$ cat config.mk
export PLATFORM = sky130hd
export DESIGN_NAME = odd_even_partition_top
export DESIGN_NICKNAME = d
export VERILOG_FILES = /design/src/sv/oep_pkg.sv /design/src/sv/oep_ram.sv /design/src/sv/oep_seq.sv /design/src/sv/odd_even_partition_top.sv
export SDC_FILE = /design/constraint.sdc
export NUM_CORES = 2
export LEC_CHECK = 0
export ABC_CLOCK_PERIOD_IN_PS = 4800
export BUFFER_PORTS_ARGS = -buffer_cell sky130_fd_sc_hd__buf_2
export CAP_MARGIN = 20
export CORE_MARGIN = 2
export CORE_UTILIZATION = 60
export CTS_CLUSTER_DIAMETER = 60
export DETAILED_ROUTE_END_ITERATION = 10
export MAX_ROUTING_LAYER = met4
export PLACE_DENSITY_LB_ADDON = 0.15
export SYNTH_ARGS = -nofsm -noshare
export SYNTH_HDL_FRONTEND = slang
export SYNTH_SLANG_ARGS = --single-unit
$ cat constraint.sdc
create_clock -name clock -period 4.8 [get_ports clock]
set_clock_uncertainty 0.2 [all_clocks]
set_input_delay 0.24 -clock clock [delete_from_list [all_inputs] [get_ports clock]]
set_output_delay 0.24 -clock clock [all_outputs]
set_load 0.01 [all_outputs]
$ cat src/sv/oep_pkg.sv
// ----------------------------------------------------------------------------
// oep_pkg
// Sizes and shared types of the odd/even partition block.
// ----------------------------------------------------------------------------
`default_nettype none

package oep_pkg;

   localparam int DEPTH   = 64;
   localparam int IDX_W   = (DEPTH > 1) ? $clog2(DEPTH) : 1;
   localparam int CNT_W   = $clog2(DEPTH + 1);
   localparam int DATA_W  = 32;
   localparam int ODD_POS = 0;

   localparam logic [CNT_W-1:0] FULL_COUNT = CNT_W'(DEPTH);

   typedef struct packed {
      logic              we;
      logic [IDX_W-1:0]  waddr;
      logic [DATA_W-1:0] wdata;
      logic [IDX_W-1:0]  raddr;
   } mem_req_type;

endpackage

`default_nettype wire

$ cat src/sv/oep_ram.sv
// ----------------------------------------------------------------------------
// oep_ram
// Generic single-write, single-read RAM with a registered read port.
// ----------------------------------------------------------------------------
`default_nettype none

module oep_ram #(
   parameter int WIDTH = 32,
   parameter int DEPTH = 64
) (
   input  wire logic                           clock,
   input  wire logic                           wr_en,
   input  wire logic [$clog2(DEPTH)-1:0]       wr_addr,
   input  wire logic [WIDTH-1:0]               wr_data,
   input  wire logic [$clog2(DEPTH)-1:0]       rd_addr,
   output logic      [WIDTH-1:0]               rd_data
);

   logic [WIDTH-1:0] mem_ff [DEPTH];
   logic [WIDTH-1:0] rd_data_ff;

   always_ff @(posedge clock) begin
      if (wr_en) begin
         mem_ff[wr_addr] <= wr_data;
      end
      rd_data_ff <= mem_ff[rd_addr];
   end

   assign rd_data = rd_data_ff;

endmodule

`default_nettype wire

$ cat src/sv/oep_seq.sv
// ----------------------------------------------------------------------------
// oep_seq
// Sequencer that loads the buffer, runs the two-pointer partition on it
// through the RAM and streams the result out of an output register.
// ----------------------------------------------------------------------------
`default_nettype none

module oep_seq
   import oep_pkg::*;
(
   input  wire logic                     clock,
   input  wire logic                     reset,
   input  wire logic                     req_tvalid,
   output logic                          req_tready,
   input  wire logic signed [DATA_W-1:0] req_tdata,
   input  wire logic                     req_tlast,
   output logic                          rsp_tvalid,
   input  wire logic                     rsp_tready,
   output logic signed [DATA_W-1:0]      rsp_tdata,
   output logic                          rsp_tlast,
   output logic                          rsp_tuser,
   output mem_req_type                   mem_req,
   input  wire logic [DATA_W-1:0]        mem_rd_data
);

   typedef enum logic [3:0] {
      S_LOAD,
      S_FRONT_RD,
      S_FRONT_CHK,
      S_BACK_RD,
      S_BACK_CHK,
      S_SWAP,
      S_EMIT_RD,
      S_EMIT_WT,
      S_EMIT_HOLD
   } state_type;

   state_type         state_ff, state_in;
   logic [CNT_W-1:0]  count_ff, count_in;
   logic              dropped_ff, dropped_in;
   logic [IDX_W-1:0]  lo_ff, lo_in;
   logic [IDX_W-1:0]  hi_ff, hi_in;
   logic [IDX_W-1:0]  emit_ff, emit_in;
   logic [DATA_W-1:0] fval_ff, fval_in;
   logic              rsp_valid_ff, rsp_valid_in;
   logic [DATA_W-1:0] rsp_data_ff, rsp_data_in;
   logic              rsp_last_ff, rsp_last_in;
   logic              rsp_ovf_ff, rsp_ovf_in;

   logic              full;
   logic [CNT_W-1:0]  count_next;
   logic [IDX_W-1:0]  last_idx;

   assign full     = (count_ff == FULL_COUNT);
   assign last_idx = IDX_W'(count_ff - CNT_W'(1));

   always_comb begin
      state_in      = state_ff;
      count_in      = count_ff;
      dropped_in    = dropped_ff;
      lo_in         = lo_ff;
      hi_in         = hi_ff;
      emit_in       = emit_ff;
      fval_in       = fval_ff;
      rsp_valid_in  = rsp_valid_ff;
      rsp_data_in   = rsp_data_ff;
      rsp_last_in   = rsp_last_ff;
      rsp_ovf_in    = rsp_ovf_ff;
      count_next    = count_ff;
      mem_req.we    = 1'b0;
      mem_req.waddr = lo_ff;
      mem_req.wdata = req_tdata;
      mem_req.raddr = lo_ff;

      case (state_ff)
         S_LOAD: begin
            if (req_tvalid) begin
               if (full) begin
                  dropped_in = 1'b1;
               end else begin
                  mem_req.we    = 1'b1;
                  mem_req.waddr = IDX_W'(count_ff);
                  count_next    = count_ff + CNT_W'(1);
               end
               count_in = count_next;
               if (req_tlast) begin
                  lo_in    = '0;
                  hi_in    = IDX_W'(count_next - CNT_W'(1));
                  emit_in  = '0;
                  state_in = S_FRONT_RD;
               end
            end
         end
         S_FRONT_RD: begin
            mem_req.raddr = lo_ff;
            state_in      = (lo_ff < hi_ff) ? S_FRONT_CHK : S_EMIT_RD;
         end
         S_FRONT_CHK: begin
            if (mem_rd_data[ODD_POS]) begin
               lo_in    = lo_ff + IDX_W'(1);
               state_in = S_FRONT_RD;
            end else begin
               fval_in  = mem_rd_data;
               state_in = S_BACK_RD;
            end
         end
         S_BACK_RD: begin
            mem_req.raddr = hi_ff;
            state_in      = (lo_ff < hi_ff) ? S_BACK_CHK : S_EMIT_RD;
         end
         S_BACK_CHK: begin
            if (!mem_rd_data[ODD_POS]) begin
               hi_in    = hi_ff - IDX_W'(1);
               state_in = S_BACK_RD;
            end else begin
               mem_req.we    = 1'b1;
               mem_req.waddr = lo_ff;
               mem_req.wdata = mem_rd_data;
               state_in      = S_SWAP;
            end
         end
         S_SWAP: begin
            mem_req.we    = 1'b1;
            mem_req.waddr = hi_ff;
            mem_req.wdata = fval_ff;
            state_in      = S_FRONT_RD;
         end
         S_EMIT_RD: begin
            mem_req.raddr = emit_ff;
            state_in      = S_EMIT_WT;
         end
         S_EMIT_WT: begin
            rsp_valid_in = 1'b1;
            rsp_data_in  = mem_rd_data;
            rsp_last_in  = (emit_ff == last_idx);
            rsp_ovf_in   = dropped_ff;
            state_in     = S_EMIT_HOLD;
         end
         S_EMIT_HOLD: begin
            if (rsp_tready) begin
               rsp_valid_in = 1'b0;
               if (rsp_last_ff) begin
                  count_in   = '0;
                  dropped_in = 1'b0;
                  state_in   = S_LOAD;
               end else begin
                  emit_in  = emit_ff + IDX_W'(1);
                  state_in = S_EMIT_RD;
               end
            end
         end
         default: begin
            state_in = S_LOAD;
         end
      endcase
   end

   always_ff @(posedge clock) begin
      if (reset) begin
         state_ff     <= S_LOAD;
         count_ff     <= '0;
         dropped_ff   <= 1'b0;
         lo_ff        <= '0;
         hi_ff        <= '0;
         emit_ff      <= '0;
         rsp_valid_ff <= 1'b0;
      end else begin
         state_ff     <= state_in;
         count_ff     <= count_in;
         dropped_ff   <= dropped_in;
         lo_ff        <= lo_in;
         hi_ff        <= hi_in;
         emit_ff      <= emit_in;
         rsp_valid_ff <= rsp_valid_in;
      end
      fval_ff     <= fval_in;
      rsp_data_ff <= rsp_data_in;
      rsp_last_ff <= rsp_last_in;
      rsp_ovf_ff  <= rsp_ovf_in;
   end

   assign req_tready = (state_ff == S_LOAD);
   assign rsp_tvalid = rsp_valid_ff;
   assign rsp_tdata  = rsp_data_ff;
   assign rsp_tlast  = rsp_last_ff;
   assign rsp_tuser  = rsp_ovf_ff;

endmodule

`default_nettype wire

$ cat src/sv/odd_even_partition_top.sv
// ----------------------------------------------------------------------------
// odd_even_partition_top
// Buffers a run of signed words and returns them with odd values first.
// ----------------------------------------------------------------------------
// Usage: words arrive on the req channel, one element each; req_tlast marks
// the final element of an array. Up to DEPTH elements are held in a RAM;
// further ones are dropped and every result of that array then carries
// rsp_tuser set. After the last word the block partitions the RAM in place
// with a front and a back pointer and then returns all held elements on the
// rsp channel, the final one with rsp_tlast set.
// Throughput: loading takes one word per cycle. Each pointer step is a RAM
// read followed by a parity test; each swap adds the two stopping tests and
// a second write. Each result is a RAM read, an output register load and a
// handshake; the next result is read only after the previous one is taken.
// req_tready is high only while loading. A stalled rsp word holds in the
// output register until taken. Reset empties the buffer and returns the
// block to loading; no result is pending after reset.
// ----------------------------------------------------------------------------
`default_nettype none

module odd_even_partition_top
   import oep_pkg::*;
(
   input  wire logic                     clock,
   input  wire logic                     reset,
   input  wire logic                     req_tvalid,
   output logic                          req_tready,
   input  wire logic signed [DATA_W-1:0] req_tdata,   // [31:0] value
   input  wire logic                     req_tlast,
   output logic                          rsp_tvalid,
   input  wire logic                     rsp_tready,
   output logic signed [DATA_W-1:0]      rsp_tdata,   // [31:0] value_res
   output logic                          rsp_tlast,
   output logic                          rsp_tuser    // [0] overflow
);

   mem_req_type       mem_req;
   logic [DATA_W-1:0] mem_rd_data;

   oep_seq u_seq (
      .clock       (clock),
      .reset       (reset),
      .req_tvalid  (req_tvalid),
      .req_tready  (req_tready),
      .req_tdata   (req_tdata),
      .req_tlast   (req_tlast),
      .rsp_tvalid  (rsp_tvalid),
      .rsp_tready  (rsp_tready),
      .rsp_tdata   (rsp_tdata),
      .rsp_tlast   (rsp_tlast),
      .rsp_tuser   (rsp_tuser),
      .mem_req     (mem_req),
      .mem_rd_data (mem_rd_data)
   );

   oep_ram #(
      .WIDTH (DATA_W),
      .DEPTH (DEPTH)
   ) u_ram (
      .clock   (clock),
      .wr_en   (mem_req.we),
      .wr_addr (mem_req.waddr),
      .wr_data (mem_req.wdata),
      .rd_addr (mem_req.raddr),
      .rd_data (mem_rd_data)
   );

endmodule

`default_nettype wire

== Word level (Yosys, flattened, before mapping) ==
Memory sizes are Yosys's and may differ from the RTL's. A register that Yosys moved wholly into a read port is not among the register bits.
Cells that the tools add are included.
Storage, ports and cells
  input port bits: 37
  memory bits (read-only): 0
  memory bits (writable): 2048
  memories: 1
  latch bits: 0
  word-level logic and storage cells: 93
  bits in registers: 96
  output and inout bits: 36
Memories
  u_ram.mem_ff: words 64, bits a word 32, read ports 1, clocked after memory_dff 1, write ports 1, RTL line oep_ram.sv:19  | logic [WIDTH-1:0] mem_ff [DEPTH];
Cells by class
  shifts and indexed selects: 0
  reductions and logical operators: 13
  bitwise operators: 1
  magnitude comparators: 1
  multiply operators: 0
  mux-type cells: 42
  add/subtract/negate cells: 6
  divide/modulo/power cells: 0
  eq/ne operators: 18
Operators by type and width (count)
  $pmux 32 s2: 1
  $mux 7: 8
  $mux 6: 8
  $pmux 6 s2: 4
  $mux 39: 1
  $pmux 4 s9: 1
  $pmux 7 s3: 1
  $sub 6x1->6 const B: 3
  $eq 4x3->1 const B: 4
  $pmux 7 s2: 1
  $add 6x1->6 const B: 2
  $mux 4: 3
  $reduce_and 4->1: 3
  $reduce_and 5->1: 2
  $mux 3: 3
  $eq 4x2->1 const B: 2
  $ne 2x1->1 const B: 4
  $ne 2x2->1 const B: 4
  $reduce_bool 2->1: 4
  $add 7x1->7 const B: 1
  $eq 7x7->1 const B: 1
  $mux 1: 7
  $eq 6x6->1: 1
  $lt 6x6->1: 1
  8 further kinds: 11

== Depth between registers and ports, before layout ==
  depth in word-level cells: 8
  mapped depth: 14
  depth with buffers taken out: 10

== Hierarchy ==
From an unflattened synthesis, not the netlist that was laid out.
Unflattened totals
  cell total of the unflattened synthesis: 3784
  area, all modules: 83447.5 um2
Modules (own cells, without submodules)
  oep_ram: cells an instance 3324, area each 78515.3 um2, sequential area each 62139.6 um2, times used 1
  oep_seq: cells an instance 460, area each 4932.2 um2, sequential area each 2572.5 um2, times used 1

== Worst setup path after synthesis ==
No wires, ideal clock.
  path kind: reg2reg
  start: reg u_seq.state_ff[0]
  end: mem u_ram.mem_ff[60][0] (enable)
  cell stages (with the launch flop): 10
  period minus slack after synthesis: 4.270 ns
  path buffers: 1
  data required time: 4.179 ns
  setup time: 0.421 ns
  data arrival time: 3.649 ns
  slack: 0.530 ns
  path through: dfxtp_1 -> buf_4 -> or2_2 -> nor3_1 -> nand2_1 -> a21oi_1 -> nand2_1 -> a21oi_1 -> nand3_1 -> nor2_1
Between the ends
  cells in the longest elaborated chain, start to end: 4
  elaborated cells between the ends (all ways): 6
  classes of those cells: eq/ne (2); mux (3); reduce/logical (1)
RTL lines
  from (decl): RTL line oep_seq.sv:38  | state_type state_ff, state_in;
  from (signal assigned): RTL line oep_seq.sv:168  | state_ff <= state_in;
  $logic_not 4->1 *
  via req_tready: RTL line odd_even_partition_top.sv:27  | output logic req_tready,
  $pmux 7 s3 *: RTL line oep_seq.sv:75  | case (state_ff)
  $mux 1: RTL line oep_ram.sv:23  | if (wr_en) begin
  $mux 1 (not written as such): RTL line oep_ram.sv:24  | mem_ff[wr_addr] <= wr_data;
  to (decl): RTL line oep_ram.sv:19
Mark *: on every way through the listed nets, which the timed path passes. The rest lies on a longest branch.

== Worst setup path in the final report ==
  start: reg u_seq.state_ff[1]
  end: reg u_ram.rd_data_ff[25] (netlist: u_ram.rd_data[25]), read port of u_ram.mem_ff
Between the ends
  cells in the longest elaborated chain, start to end: 2
  elaborated cells between the ends (all ways): 3
  classes of those cells: eq/ne (2); mux (1)
RTL lines
  $eq 4x3->1 / $eq 4x2->1 (equally long branches): RTL line oep_seq.sv:75
  $pmux 6 s2 *: RTL line oep_seq.sv:75
  to (decl): RTL line oep_ram.sv:20  | logic [WIDTH-1:0] rd_data_ff;
Mark *: on every way between the ends. The rest lies on a longest branch, timed or not.
A chain may end at the register's enable or synchronous reset.

==> summary.json <==
{
  "yosysSeqAreaShare": {"value": 0.7659},
  "crit_path_max_incr_delay": {"value": 0.88, "unit": "ns"},
  "initial_utilization": {"value": 0.6048},
  "core.rowCount": {"value": 137},
  "p_total": {"value": 42570, "unit": "uW"},
  "cts-root-buf": {"value": "clkbuf_16"},
  "drt-total-wl": {"value": 225700, "unit": "um"},
  "port_buffers": {"value": 72},
  "grt_max_degree": {"value": 123},
  "die_h": {"value": 379.3, "unit": "um"},
  "critical_path_capture_point": {"value": "u_ram.rd_data[25]"},
  "synth_warnings": {"value": 0},
  "antenna_found_initial": {"value": 10},
  "number_of_flops_mapped_to_enable_cells_by_yosys": {"value": 2113},
  "critical_path.startpoint_type": {"value": "flop"},
  "path_delay_family": {"value": "simple AND/OR/NAND/NOR gates"},
  "drtIter0Drc": {"value": 7178},
  "fp.coreArea": {"value": 139700, "unit": "um^2"},
  "wp_buf_inv": {"value": 2},
  "power_leakage": {"value": 0.03259, "unit": "uW"},
  "powerDensity": {"value": 444.0, "unit": "nW/um^2"},
  "setup_viol_count_final": {"value": 0},
  "critical_path_required": {"value": 5.37, "unit": "ns"},
  "worstHoldStart": {"value": "req_tdata[21]"},
  "gp_routability_congestion": {"value": 0.9143},
  "synth_flop_cell": {"value": "edfxtp_1"},
  "critical_path.startpoint": {"value": "u_seq.state_ff[1]"},
  "synth_area_per_cell": {"value": 14.41, "unit": "um^2"},
  "nets": {"value": 6062},
  "asyncSetResetFlopFracSynth": {"value": 0},
  "cts_made_buffers": {"value": 211},
  "overflow": {"value": 0},
  "rr_endpoint": {"value": "u_ram.rd_data[25]"},
  "number_of_distinct_library_cells_after_synthesis": {"value": 67},
  "max_fo_critical_path": {"value": 69},
  "drtPass1Iterations": {"value": 6},
  "numClockSinks": {"value": 2176},
  "ctsHtreeMaxLevel": {"value": 4},
  "layout-area-overhead-vs-synth": {"value": 13.49, "unit": "%"},
  "drc_errors": {"value": 0},
  "mappedNetlistNets": {"value": 5912},
  "post_route_ant_nets": {"value": 0},
  "final_min_period_over_clock_period": {"value": 0.9356},
  "mostFrequentLayoutCell": {"value": "edfxtp_1"},
  "clock_tree_from_tritoncts": {"value": "yes"},
  "detail_route.wl_per_cell": {"value": 27.94, "unit": "um"},
  "most_frequent_cells_in_the_layout": {"value": "edfxtp_1 (2113), nand2_1 (1502), nand3_1 (420)"},
  "holdWs": {"value": 0.07063, "unit": "ns"},
  "number_of_global_route_vias_before_repair": {"value": 49120},
  "period_needed": {"value": 4.491, "unit": "ns"},
  "detailroute.via_count": {"value": 52000},
  "hpwlAfterDp": {"value": 127600, "unit": "um"},
  "worst_skew_pair.late_latency": {"value": 0.83, "unit": "ns"},
  "maxCapViolations": {"value": 0},
  "die-area": {"value": 143800, "unit": "um^2"},
  "ys_seq_elements": {"value": 2176},
  "vdd_ir_drop_max": {"value": 0.4020, "unit": "mV"},
  "clk_pin_slew": {"value": 0.06, "unit": "ns"},
  "post_cts_resize_count": {"value": 0},
  "worst_slew_margin_rel": {"value": 0.2330},
  "arrival": {"value": 5.07, "unit": "ns"},
  "max_slew.worst_pin.slew": {"value": 1.142, "unit": "ns"},
  "timing.critical_path.cells": {"value": "nand2b_1 > o21ai_1 > and2_4 > buf_12 > buf_12 > o21ai_0 > o22ai_1 > nor3_1 > nor3_1 > o22a_1"},
  "placed_area": {"value": 88800, "unit": "um^2"},
  "final_design_area_no_fill": {"value": 95890, "unit": "um^2"},
  "utilization": {"value": 0.6864},
  "netlist_area": {"value": 84490, "unit": "um^2"},
  "grt_pass1_wl": {"value": 327600, "unit": "um"},
  "clock_path_buffers": {"value": 3},
  "syn_inst": {"value": 5865},
  "ff2ff_setup_slack": {"value": 0.31, "unit": "ns"},
  "setup_tns": {"value": 0, "unit": "ns"},
  "drive_above_1_share": {"value": 0.1128},
  "drv_slew": {"value": 0},
  "critical_path.slowest_cell": {"value": "nor3_1"},
  "setup_repair_after_global_routing_missed_its_margin": {"value": "false"},
  "ioPinCount": {"value": 73},
  "drt-vias-per-instance": {"value": 6.438},
  "timing.setup.critical_path_class": {"value": "reg -> reg"},
  "holdCritPathClass": {"value": "in -> reg"},
  "finalHoldViolCount": {"value": 0},
  "worst_r2r_startpoint": {"value": "u_seq.state_ff[1]"},
  "crit_cells": {"value": 10},
  "grt_use_total": {"value": 0.3240},
  "run_status": {"value": "complete, no violations"},
  "die_w": {"value": 379.3, "unit": "um"},
  "worstSetupEndpointType": {"value": "flop"},
  "worst_r2r_path_depth": {"value": 10},
  "max_clock_freq": {"value": 222.7, "unit": "MHz"}
}
final cells by class:
cell class	instances	area, um^2
Clock inverter	104	1125
Clock buffer	290	5783
Timing Repair Buffer	309	3208
Sequential cell	2176	64710
Inverter	40	150.1
Fill cell	9272	43820
Tap cell	1876	2347
Antenna cell	5	12.51
Multi-Input combinational cell	3277	18550
what timing repair did:
item / in CTS / in global routing
setup endpoints to repair: 0 / 0
buffers inserted: 0 / 0
endpoints found under the hold margin: 346 / 0
hold buffers: 17 / 0
logic make-up (layout without fill, tap and decap cells):
group	after synthesis	after routing	share of synthesized area
simple gates	2270	2270	0.1141
mux	273	273	0.03264
compound gates	698	698	0.06104
buf+inv	412	743	0.02201
xor+xnor	25	25	0.002680
flops	2176	2176	0.7659
other cells	0	5	0
fa+ha+maj	11	11	0.001599
how the worst min path moves through the flow:
stage | to | slack, ns | cells after the start
floorplan | u_seq.state_ff[0] | 0.13 | 1
global placement | u_seq.rsp_tuser | 0.22 | 0
detailed placement | u_seq.rsp_tuser | 0.22 | 0
CTS | u_ram.mem_ff[48][21] | 0.02 | 3
global route | u_ram.mem_ff[49][21] | 0.06 | 3
finish | u_ram.mem_ff[48][21] | 0.07 | 3
worst reg2reg max path: stages, from the launching register on:
cell and delay, ns:
dfxtp_1 0.64, nand2b_1 0.32, o21ai_1 0.36, and2_4 0.57, buf_12 0.35, buf_12 0.41, o21ai_0 0.13, o22ai_1 0.23
nor3_1 0.10, nor3_1 0.88, o22a_1 0.28
per-layer routing:
metal  global-route usage  vias up  routed length, um
met1               0.4538    26060              89550
li1                     -    22580                  -
met2               0.4887     2950             104800
met4              0.09741        0               6468
met3              0.06296      410              24860
met5                    -        -                  0
flip-flops by register name, indices dropped and copies added (netlist names):
| signal | flops |
|---|---|
| u_seq.emit_ff | 6 |
| u_seq.rsp_tvalid | 1 |
| u_seq.rsp_tuser | 1 |
| u_seq.rsp_tlast | 1 |
| u_seq.count_ff | 7 |
| u_seq.state_ff | 4 |
| u_ram.rd_data | 32 |
| u_seq.fval_ff | 31 |
| u_seq.hi_ff | 6 |
| u_seq.lo_ff | 6 |
| u_ram.mem_ff | 2048 |
| u_seq.dropped_ff | 1 |
| u_seq.rsp_tdata | 32 |
cell usage after synthesis (all sizes together), types with 3 or more instances:
cell type / instances / area share
a2111oi: 3 / 0.00031
a222oi: 34 / 0.0040
or3: 4 / 0.00030
mux2i: 271 / 0.032
a32oi: 236 / 0.024
nor2: 152 / 0.0068
nand2b: 9 / 0.00067
a31oi: 182 / 0.013
nor4: 9 / 0.00081
or2: 4 / 0.00030
nand2: 1503 / 0.067
o21ai: 49 / 0.0029
inv: 40 / 0.0018
ha: 10 / 0.0015
a21oi: 42 / 0.0026
dfxtp: 63 / 0.015
and2: 5 / 0.00037
nand3: 421 / 0.025
a22oi: 15 / 0.0013
and3: 7 / 0.00052
nand4: 75 / 0.0056
nand3b: 8 / 0.00071
o21a: 3 / 0.00027
and3b: 6 / 0.00062
a22o: 3 / 0.00031
o22ai: 71 / 0.0053
o41ai: 30 / 0.0031
nor3: 16 / 0.0011
nor2b: 9 / 0.00067
xor2: 12 / 0.0013
or4: 32 / 0.0028
buf: 185 / 0.012
clkbuf: 187 / 0.0083
o2111ai: 5 / 0.00052
a21boi: 3 / 0.00027
edfxtp: 2113 / 0.75
a21o: 6 / 0.00053
xnor2: 13 / 0.0013
a211oi: 4 / 0.00036
per-stage QoR:
step,setup slack (ns),std cells
3_3_place_gp,0.5549,7661
6_report,0.3093,8077
2_1_floorplan,0.5302,5865
5_1_grt,0.09635,8074
3_5_place_dp,0.5199,7661
4_1_cts,0.5145,8072
power breakdown:
group          total (uW)  switching, uW  internal, uW
combinational        4520           3130          1390
sequential          21600            301         21300
clock               16500           6940          9550
No activity file was read; power rests on OpenSTA's default activity.
